===== src/hw/rtl/ptc_pkg.sv =====
`default_nettype none
package ptc_pkg;

  // raw converter word
  localparam int RAW_W = 20;

  // shared multiplier operand widths
  localparam int MUL_A_W = 40;
  localparam int MUL_B_W = 25;
  localparam int PROD_W  = MUL_A_W + MUL_B_W;

  // divider magnitudes
  localparam int DVD_W = 63;
  localparam int DVS_W = 39;

  // clamps
  localparam logic signed [63:0] NUM_LIMIT  = 64'sd2951479051793528;
  localparam logic [DVD_W-1:0]   QUOT_LIMIT = 63'h8_0000_0000;
  localparam logic signed [63:0] PRESS_MAX  = 64'sd33554431;
  localparam logic signed [35:0] TEMP_MAX   = 36'sd32767;
  localparam logic signed [35:0] TEMP_MIN   = -36'sd32768;

  // offsets and scale factors
  localparam logic signed [32:0] FINE_OFFSET = 33'sd128000;
  localparam logic signed [63:0] M_OFFSET    = 64'sh0000_8000_0000_0000;
  localparam logic signed [24:0] DIV_SCALE   = 25'sd3125;

endpackage
`default_nettype wire


===== src/hw/rtl/ptc_div.sv =====
`default_nettype none
module ptc_div (
  input  wire logic                      clk,
  input  wire logic                      rst_n,
  input  wire logic                      start,
  input  wire logic [ptc_pkg::DVD_W-1:0] dividend,
  input  wire logic [ptc_pkg::DVS_W-1:0] divisor,
  output logic                           done,
  output logic [ptc_pkg::DVD_W-1:0]      quotient
);
  import ptc_pkg::*;

  localparam int CNT_W = $clog2(DVD_W + 1);

  logic             busy_r, busy_nxt;
  logic             done_r, done_nxt;
  logic [CNT_W-1:0] cnt_r, cnt_nxt;
  logic [DVS_W-1:0] rem_r, rem_nxt;
  logic [DVS_W-1:0] dvs_r, dvs_nxt;
  logic [DVD_W-1:0] quo_r, quo_nxt;
  logic [DVS_W:0]   shifted;
  logic             fits;

  // one quotient bit per cycle, restoring form
  assign shifted = {rem_r, quo_r[DVD_W-1]};
  assign fits    = shifted >= {1'b0, dvs_r};

  always_comb begin
    busy_nxt = busy_r;
    done_nxt = 1'b0;
    cnt_nxt  = cnt_r;
    rem_nxt  = rem_r;
    dvs_nxt  = dvs_r;
    quo_nxt  = quo_r;
    if (start) begin
      busy_nxt = 1'b1;
      cnt_nxt  = CNT_W'(DVD_W);
      rem_nxt  = '0;
      dvs_nxt  = divisor;
      quo_nxt  = dividend;
    end else if (busy_r) begin
      rem_nxt = fits ? DVS_W'(shifted - {1'b0, dvs_r}) : shifted[DVS_W-1:0];
      quo_nxt = {quo_r[DVD_W-2:0], fits};
      cnt_nxt = cnt_r - CNT_W'(1);
      if (cnt_r == CNT_W'(1)) begin
        busy_nxt = 1'b0;
        done_nxt = 1'b1;
      end
    end
  end

  always_ff @(posedge clk) begin
    if (!rst_n) begin
      busy_r <= 1'b0;
      done_r <= 1'b0;
    end else begin
      busy_r <= busy_nxt;
      done_r <= done_nxt;
    end
  end

  always_ff @(posedge clk) begin
    cnt_r <= cnt_nxt;
    rem_r <= rem_nxt;
    dvs_r <= dvs_nxt;
    quo_r <= quo_nxt;
  end

  assign done     = done_r;
  assign quotient = quo_r;

endmodule
`default_nettype wire


===== config.mk =====
export PLATFORM = sky130hd
export DESIGN_NAME = ptc_div
export DESIGN_NICKNAME = d
export VERILOG_FILES = /design/src/hw/rtl/ptc_pkg.sv /design/src/hw/rtl/ptc_div.sv
export SDC_FILE = /design/constraint.sdc
export NUM_CORES = 1
export LEC_CHECK = 0
export ABC_AREA = 1
export BUFFER_PORTS_ARGS = -buffer_cell sky130_fd_sc_hd__buf_2
export CAP_MARGIN = 20
export CORE_ASPECT_RATIO = 0.8
export CORE_MARGIN = 4
export CORE_UTILIZATION = 58
export CTS_BUF_LIST = sky130_fd_sc_hd__clkbuf_2
export CTS_CLUSTER_DIAMETER = 80
export DETAILED_ROUTE_END_ITERATION = 8
export PLACE_DENSITY = 0.91
export SYNTH_ARGS = -nofsm -noshare
export SYNTH_HDL_FRONTEND = slang
export SYNTH_SLANG_ARGS = --single-unit

===== constraint.sdc =====
create_clock -name clk -period 3.3 [get_ports clk]
set_input_delay 0.495 -clock clk [delete_from_list [all_inputs] [get_ports clk]]
set_output_delay 0.495 -clock clk [all_outputs]
set_load 0.01 [all_outputs]

==> flow_summary.toml, run 1 <==
[sta]
slew_violations = 0
fin_tns_setup_ns = 0
grt_setup_unrepaired = "false"
slew_headroom = 0.2588
fin_crit_sh = 0.9338
layout_setup_ws_ns = 0.2186
fin_crit_ns = 3.081
final_hold_viol_count = 0
worst_pin_slew_ns = 1.112
setup_viol = 0
timing.fmax_ghz = 0.3245
fin_skew_ns = 0.08102
hold_ws_ns = 0.06143

[power]
p_clk_frac = 0.268
p_leak_nw = 5.911
swShare = 0.3248
p_per_area_mw_per_mm2 = 359.2
internal_power_mw = 2.739
seqPwrFrac = 0.551
power_mw = 4.056
irDropWorstVdd_uv = 326.7
switchingPower_mw = 1.317
power_frac_comb = 0.180

[cts]
clkTransAtPathRegs_ns = 0.31
cts_tree = "done"
cts_buffers = 17
insertion_delay_ns = 0.83
cts_htree_levels = 4
cts_root_buffer = "clkbuf_2"
clock_sinks = 149
cts_buffer_depth = 2

[floorplan]
dieHeight_um = 119.5
dieArea_mm2 = 0.01761
die_width_um = 147.4
start_util = 0.5963
rows = 40
io_pins = 169
coreArea_mm2 = 0.01511

[drt]
vias = 9866
wl_um = 31590
drtIter0Drc = 1368
drc = 0
detail-route-antenna-nets = 0
post_drt_wl_per_cell_um = 17.83
dr.pass1.iters = 8
viasPerCell = 5.568

[worst_setup_path]
cp-end-kind = "flop"
critical_path_arrival_ns = 3.84
start_kind = "flop"
cp_max_fo = 30
required_ns = 4.06
critical_path_class = "flop to flop"

[global_route]
grt_pass1_vias = 9660
grt-ovfl-total = 0
grt_usage = 0.3566
antenna_found_initial = 1
grt_max_degree = 79
grt_pass1_wl_um = 49570

[place]
gp_congestion = 0.9566
io_buffer_count = 168
hpwl_um = 17800
pre_cts_ws_ns = 0.3730
dp.cells = 1637
place_area_mm2 = 0.01003

[hold_path]
hold_path_class = "input port to flop"

[final_layout]
area_delta_synth_final_pct = 25.30
nNetsFinal = 1696
finalNonFillerCells = 1772
diodes = 0
postLayoutCoreUtil = 0.7471
drive_above_1_share = 0.1421
fin_area_mm2 = 0.01129

[yosys]
ys_ff_latch = 149
syn_inst = 1282
yosysWarnings = 0
ys_seq_area_frac = 0.4443
synth_fp_nets = 1429
ys_types = 34
avgSynthCellArea_um2 = 7.030
synth_area_mm2 = 0.009012

[outcome]
status = "completed"

[run]
drv_cap = 0
-- worst max-delay path, stage by stage (launching register included) --
cell	delay (ns)
edfxtp_1	0.46
inv_1	0.07
ha_1	0.23
fa_1	0.45
nor2_1	0.16
o21ai_1	0.07
nand3_1	0.16
nand3_1	0.24
nand4_4	0.35
buf_4	0.38
nor2_1	0.10
nor2_1	0.14
nand2_1	0.11
nand2_1	0.09
-- placed cells by master (no fill, tap or decap), types with 18 or more instances in the layout --
master         instances
ha_1                  41
nor2_1               145
clkbuf_2              18
edfxtp_1             102
nand3_1               58
inv_1                167
nand2_1              586
dfxtp_1               47
dlygate4sd3_1        102
buf_2                167
a21oi_1               31
-- power by group through the flow --
stage	sequential, mW	combinational [mW]	clock [mW]
floorplan	2.28	0.290	0
global placement	2.24	0.555	0
detailed placement	2.25	0.570	0
CTS	2.21	0.666	1.04
global route	2.24	0.782	1.17
finish	2.24	0.732	1.09
-- synthesized netlist by cell type --
| master | n | area (um2) |
|---|---|---|
| a21oi_1 | 31 | 155.2 |
| a21oi_2 | 2 | 17.52 |
| a22oi_1 | 1 | 7.510 |
| a31oi_1 | 1 | 6.260 |
| and2_1 | 1 | 6.260 |
| buf_1 | 3 | 11.26 |
| buf_4 | 6 | 45.04 |
| buf_6 | 1 | 11.26 |
| buf_8 | 1 | 15.01 |
| clkbuf_1 | 19 | 71.32 |
| clkinv_1 | 1 | 3.750 |
| dfxtp_1 | 47 | 940.9 |
| edfxtp_1 | 102 | 3063 |
| fa_1 | 1 | 20.02 |
| ha_1 | 41 | 513.0 |
| inv_1 | 169 | 634.4 |
| inv_2 | 2 | 7.510 |
| nand2_1 | 586 | 2200 |
| nand2_2 | 2 | 12.51 |
| nand3_1 | 58 | 290.3 |
| nand3b_1 | 3 | 22.52 |
| nand4_1 | 6 | 37.54 |
| nand4_4 | 1 | 21.27 |
| nor2_1 | 146 | 548.0 |
| nor2_2 | 4 | 25.02 |
| nor3_1 | 4 | 20.02 |
| nor4_1 | 1 | 6.260 |
| o21ai_0 | 9 | 45.04 |
| o21ai_1 | 6 | 30.03 |
| o21bai_1 | 5 | 37.54 |
| or2_0 | 1 | 6.260 |
| or2_2 | 1 | 6.260 |
| xnor2_1 | 17 | 148.9 |
| xor2_1 | 3 | 26.28 |
-- logic make-up after synthesis --
group	synth area share
AOI/OAI and AO/OA	0.03318
xor gates and xnor gates	0.01944
adders and majority gates	0.05914
buffers and inverters	0.08871
DFF	0.4443
and+or+nand+nor	0.3553
-- cell type report --
| cell class | count | area, um2 |
|---|---|---|
| Fill cell | 1030 | 3822 |
| Sequential cell | 149 | 4004 |
| Tap cell | 210 | 262.8 |
| Timing Repair Buffer | 277 | 1929 |
| Clock buffer | 18 | 90.09 |
| Clock inverter | 14 | 136.4 |
| Inverter | 172 | 645.6 |
| Multi-Input combinational cell | 932 | 4224 |
-- state kept, by name, summed over array words and instances, names as in the netlist --
| register | cells |
|---|---|
| busy_r | 1 |
| dvs_r | 39 |
| done | 1 |
| cnt_r | 6 |
| quotient | 63 |
| rem_r | 39 |
-- path summary, 6_finish.rpt --
check | startpoint | end | slack [ns] | cells after the start
worst max register to register | quotient[62] | rem_r[33] | 0.22 | 13
worst min-delay path | dividend[0] | quotient[0] | 0.06 | 3
worst max-delay path | quotient[62] | rem_r[33] | 0.22 | 13
worst min register to register | rem_r[23] | rem_r[23] | 0.49 | 2
-- what timing repair did --
action	CTS	global route
setup endpoints to repair	0	10
buffers inserted	0	0
hold endpoints to repair	103	0
hold buffers	102	0
resized for setup	0	0
-- per-layer routing --
metal / global-route usage / routed length (um) / up-vias
met5: 0 / 20 / -
met4: 0.1816 / 1734 / 2
met3: 0.08381 / 3778 / 188
li1: - / - / 4493
met1: 0.4425 / 11820 / 4340
met2: 0.5854 / 14240 / 843
(Power assumes the default switching activity.)
==> run 2, diff against run 1 <==
Settings changed: CORE_MARGIN 4 to unset.
Clock period 3.3 ns to 3.5 ns, I/O delays scaled along.
==> run 2 against run 1 <==
First-iteration DRC count decreased by 3.1%. Routed wire length increased by 1.4%. Die area is 8.9% lower. Utilization rose by 0.42 points. Cell area grew 0.56%. Sequential share of layout area down 0.20 points. Combinational power is 2.7% lower. Clock power barely moved. Sequential power fell by 6%. Critical path depth fell by 1. Sequential cell count is the same. Critical endpoint is now rem_r[35]. Highest routed layer is now met4.
==> flow_summary.toml, run 2 (synthesized netlist as in run 1, its figures left out) <==
[outcome]
status = "completed"

[sta]
final_hold_viol_count = 0
worst_pin_slew_ns = 0.9033
layout_setup_ws_ns = 0.6498
timing.fmax_ghz = 0.3509
fin_tns_setup_ns = 0
slew_headroom = 0.3978
setup_viol = 0
fin_crit_sh = 0.8143
grt_setup_unrepaired = "false"
fin_skew_ns = 0.07910
slew_violations = 0
fin_crit_ns = 2.850

[worst_setup_path]
cp_max_fo = 41
start_kind = "flop"
reg2regPathDepth = 12
setup.reg_to_reg.worst_slack_ns = 0.65
required_ns = 4.32
crit_chain = "ha_1 -> fa_1 -> nor2_1 -> o21ai_1 -> nand3_1 -> nand3_1 -> nand4_4 -> buf_12 -> nor2_1 -> nor2_1 -> nand2_1 -> nand2_1"
slowest_stage = "edfxtp_1"
cp-end-kind = "flop"
worst-path-buf-inv = 1
critical_path_arrival_ns = 3.68
cp.depth = 12
critical_path_class = "flop to flop"
crit_family = "simple AND/OR/NAND/NOR gates"
critPathMaxStageDelay_ns = 0.51
crit_top_cell = "nor2_1"

[global_route]
grt_busiest_layer = "met2"
grt.met2_usage = 0.6347
grt_pass1_vias = 9463
grt_usage = 0.3891
grt_pass1_wl_um = 47840
use_met1 = 0.4751
grt_max_degree = 79
grt_use_met3 = 0.09950
grt-ovfl-total = 0
antenna_found_initial = 1

[hold_path]
hold_path_class = "input port to flop"
hold_depth = 1

[place]
gp_congestion = 0.9664
hpwl_um = 17330
place_area_mm2 = 0.01005
pre_cts_ws_ns = 0.9572
io_buffer_count = 168

[cts]
cts_setup_buffers = 0
clock_sinks = 149
cts_htree_levels = 4
cts_buffer_depth = 2
cts_tree = "done"
insertion_delay_ns = 0.88
clkTransAtPathRegs_ns = 0.34
cts_root_buffer = "clkbuf_2"
cts_buffers = 17

[floorplan]
rows = 40
die_width_um = 141.4
start_util = 0.5963
dieHeight_um = 113.5
coreArea_mm2 = 0.01511
io_pins = 169
dieArea_mm2 = 0.01604

[final_layout]
nNetsFinal = 1698
final_cell_mix = "nand2_1 (586), inv_1 (167), buf_2 (167), nor2_1 (145), dlygate4sd3_1 (103)"
fillers = 1009
final_common_cell = "nand2_1"
largest_reg_flops = 63
drive_above_1_share = 0.1432
area_delta_synth_final_pct = 26.00
fin_area_mm2 = 0.01136

[drt]
viasPerCell = 5.699
wl_um = 32050
dr.pass1.iters = 8
detail-route-antenna-nets = 0
vias = 10120
drtIter0Drc = 1325
drc = 0
post_drt_wl_per_cell_um = 18.05

[power]
irDropWorstVdd_uv = 313.5
p_leak_nw = 5.930
p_per_area_mw_per_mm2 = 342.4

[run]
drv_cap = 0
==> run 2: changes by cell type in the layout (fill, tap and decap cells not counted), moves of 2 or more <==
cell,change
clkinv_8,+4
inv_6,-4
buf_12,+2
inv_8,+3
==> run 2: layer usage <==
metal  vias to the layer above  routed length [um]
met5                         -                   0
met4                         0                2254
met3                       245                3872
met2                       906               14050
met1                      4458               11870
li1                       4506                   -
==> run 2: cell type report <==
| type | count | area [um2] | share of cell area |
|---|---|---|---|
| clock inverters | 15 | 165.2 | 0.01454 |
| clock buffers | 17 | 85.08 | 0.007492 |
| multi-input cells | 931 | 4212 | 0.3709 |
| flip-flops and latches | 149 | 4004 | 0.3526 |
| inverters | 172 | 645.6 | 0.05685 |
| diodes | 1 | 2.502 | 0.0002204 |
| well taps | 210 | 262.8 | 0.02314 |
| repair buffers | 280 | 1979 | 0.1743 |
==> run 2: report_power, final <==
part | switching [mW] | internal (mW) | leakage (nW) | total, mW
Clock | 0.832 | 0.237 | 0.144 | 1.07
Sequential | 0.0810 | 2.03 | 1.41 | 2.11
Combinational | 0.433 | 0.279 | 4.38 | 0.712
Total | 1.35 | 2.54 | 5.93 | 3.89
==> run 2: through the flow <==
step	cells	hold WS [ns]	total power [mW]	utilization
finish	1775	0.1111	3.888	0.7513
detailed placement	1638	0.4616	2.655	0.6651
floorplan	1282	0.4407	2.421	-
global placement	1638	0.4568	2.632	0.6651
global route	1775	0.08522	3.988	0.7513
CTS	1772	0.007283	3.728	0.7492
==> run 2: worst paths after layout <==
check	end	from
worst min-delay path	dvs_r[35]	start
worst min register to register	rem_r[17]	rem_r[17]
worst max-delay path	rem_r[35]	dvs_r[0]
worst max register to register	rem_r[35]	dvs_r[0]
==> run 2: worst register-to-register path, stage by stage, from the launching register on <==
cell and delay (ns):
edfxtp_1 0.51, ha_1 0.25, fa_1 0.45, nor2_1 0.16
o21ai_1 0.08, nand3_1 0.15, nand3_1 0.15, nand4_4 0.27
buf_12 0.26, nor2_1 0.12, nor2_1 0.19, nand2_1 0.13
nand2_1 0.08
==> run 2: timing repair <==
| item | 4_1_cts | 5_1_grt |
|---|---|---|
| hold buffers | 102 | 1 |
| endpoints found under the hold margin | 103 | 1 |
| resized for setup | 0 | 0 |
==> run 3, diff against run 2 <==
Settings changed: ABC_AREA 1 to 0, CORE_UTILIZATION 58 to 57.
Clock period 3.5 ns to 2.8 ns, I/O delays scaled along.
==> run 3 against run 2 <==
The flow now finishes with violations (negative setup slack). Cell area fell by 1.2%. Sequential share of layout area rose by 0.43 points. Clock skew down 0.011 ns. Count of clock-buffer cells in the layout unchanged. Die area shrank 8.5%. Synthesized area fell by 10%. Maximum frequency fell by 7.3%. Sequential power increased by 27%. Largest cell class unchanged.
==> flow_summary.toml, run 3 <==
[floorplan]
coreArea_mm2 = 0.01369
dieHeight_um = 108.6
die_width_um = 135.2
start_util = 0.5908
rows = 38
io_pins = 169
dieArea_mm2 = 0.01468

[worst_setup_path]
critical_path_arrival_ns = 3.76
start_kind = "flop"
crit_family = "compound AO/OA/AOI/OAI gates"
slowest_stage = "edfxtp_1"
critical_path_class = "flop to flop"
cp_max_fo = 3
crit_chain = "inv_2 -> ha_4 -> fa_2 -> and2b_1 -> o21ai_2 -> a211oi_4 -> nor2_4 -> o311ai_0 -> buf_4 -> a31oi_1 -> xnor2_1 -> mux2i_1 -> a211oi_1"
cp-end-kind = "flop"
required_ns = 3.48
worst-path-buf-inv = 2
critPathMaxStageDelay_ns = 0.48

[global_route]
grt.met2_usage = 0.5278
grt_usage = 0.3060
grt_busiest_layer = "met2"
grt-ovfl-total = 0
antenna_found_initial = 0
use_met1 = 0.3711
grt_pass1_vias = 6908
grt_use_met3 = 0.06282
grt_max_degree = 67
grt_pass1_wl_um = 34200

[drt]
post_drt_wl_per_cell_um = 21.79
detail-route-antenna-nets = 0
vias = 7584
drtIter0Drc = 865
drc = 0
wl_um = 26760
viasPerCell = 6.176
dr.pass1.iters = 6

[final_layout]
final_cell_mix = "buf_2 (167), dlygate4sd3_1 (103), edfxtp_1 (102), mux2_2 (62)"
area_delta_synth_final_pct = 38.66
fin_area_mm2 = 0.01122
final_common_cell = "buf_2"
diodes = 0
largest_reg_flops = 63
fillers = 689
drive_above_1_share = 0.3769
nNetsFinal = 1182

[cts]
cts_buffers = 17
clkTransAtPathRegs_ns = 0.31
insertion_delay_ns = 0.79
cts_buffer_depth = 2
cts_htree_levels = 4
clock_sinks = 149
cts_root_buffer = "clkbuf_2"
cts_tree = "done"

[sta]
grt_setup_unrepaired = "true"
fin_crit_sh = 1.098
final_hold_viol_count = 0
slew_headroom = 0.6604
fin_crit_ns = 3.075
setup_viol = 39
timing.fmax_ghz = 0.3252
fin_tns_setup_ns = -4.754
layout_setup_ws_ns = -0.2752
worst_pin_slew_ns = 0.5048
slew_violations = 0
fin_skew_ns = 0.06791

[place]
place_area_mm2 = 0.009291
hpwl_um = 13330
gp_congestion = 0.9004
io_buffer_count = 168
pre_cts_ws_ns = -0.06327

[yosys]
yosysTopAreaCellShare = 0.3786
synth_flop_cell = "edfxtp_1"
ys_types = 66
avgSynthCellArea_um2 = 11.19
yosysTopAreaCell = "edfxtp_1"
yosysWarnings = 0
syn_inst = 723
synthTopCellsByCount = "edfxtp_1 (102), mux2_2 (62), inv_1 (50)"
ys_ff_latch = 149
synth_area_mm2 = 0.008090
yosys-top-cells-area = "edfxtp_1 (38%), dfxtp_1 (12%), mux2_2 (8.6%)"
postSynth.asyncResetShare = 0
synth-edff-count = 102
synthMostInstantiatedCell = "edfxtp_1"
ys_seq_area_frac = 0.4949
synth_fp_nets = 870

[run]
drv_cap = 0

[power]
p_leak_nw = 4.927
p_per_area_mw_per_mm2 = 468.7
irDropWorstVdd_uv = 370.5

[hold_path]
hold_path_class = "input port to flop"

[outcome]
status = "finished with violations"
violations = "negative setup slack"
run 3: cell count changes in the layout (fill, tap and decap cells not counted), sizes merged, moves of 46 or more:
cell and delta:
nor2 -114, inv -123, nand3 -47, mux2 +62, buf +46, nand2 -548
run 3: cells by family (layout without fill, tap and decap cells):
family | after synthesis | count (layout) | synth area share
AOI/OAI and AO/OA | 190 | 190 | 0.1619
DFF | 149 | 149 | 0.4949
and+or+nand+nor | 147 | 148 | 0.09480
buffers and inverters | 87 | 411 | 0.04531
muxes | 69 | 69 | 0.09496
adders and majority gates | 42 | 42 | 0.06588
xor gates and xnor gates | 39 | 39 | 0.04222
run 3: area by class of cell:
type	count	area (um2)	share of cell area
inverters	50	187.7	0.01673
well taps	180	225.2	0.02008
clock buffers	17	85.08	0.007584
flip-flops and latches	149	4004	0.3569
clock inverters	15	186.4	0.01662
repair buffers	329	2442	0.2177
multi-input cells	488	4088	0.3644
run 3: power breakdown:
part           total (mW)  internal, mW  switching, mW
clock network        1.35         0.314           1.03
logic                1.25         0.580          0.668
registers            2.67          2.55          0.113
run 3: worst paths after layout:
kind,startpoint,end,slack (ns),depth (start not counted)
hold reg to reg,rem_r[32],rem_r[32],0.49,2
setup reg to reg,quotient[62],rem_r[20],-0.28,13
hold / removal,start,dvs_r[1],0.07,1
setup / recovery,quotient[62],rem_r[20],-0.28,13
run 3: worst reg2reg max path, stage by stage, from the launching register on:
cell and delay [ns]:
edfxtp_1 0.48, inv_2 0.08, ha_4 0.17, fa_2 0.34, and2b_1 0.23, o21ai_2 0.09
a211oi_4 0.33, nor2_4 0.09, o311ai_0 0.34, buf_4 0.19, a31oi_1 0.10, xnor2_1 0.18
mux2i_1 0.10, a211oi_1 0.28
run 3: layer usage:
metal / vias to the layer above / share of wire / wire length (um)
li1: 3307 / - / -
met1: 3568 / 0.37 / 9898
met2: 562 / 0.50 / 13270
met3: 147 / 0.088 / 2358
met4: 0 / 0.046 / 1237
met5: - / 0 / 0
run 3: metrics by stage:
stage | hold slack [ns] | power, mW | util | std cells
2_1_floorplan | 0.4530 | 3.266 | - | 723
3_3_place_gp | 0.4679 | 3.598 | 0.6785 | 1069
6_report | 0.07387 | 5.258 | 0.8193 | 1228
5_1_grt | 0.02804 | 5.423 | 0.8193 | 1228
3_5_place_dp | 0.4775 | 3.631 | 0.6785 | 1069
4_1_cts | 0.06525 | 5.023 | 0.7755 | 1207
run 3: what timing repair did:
item,4_1_cts,5_1_grt
hold endpoints to repair,104,0
hold buffers,103,0
setup buffers,3,17
pin swaps,1,58
endpoints found under the setup margin,7,40
cloned,0,4
resized for setup,1,107
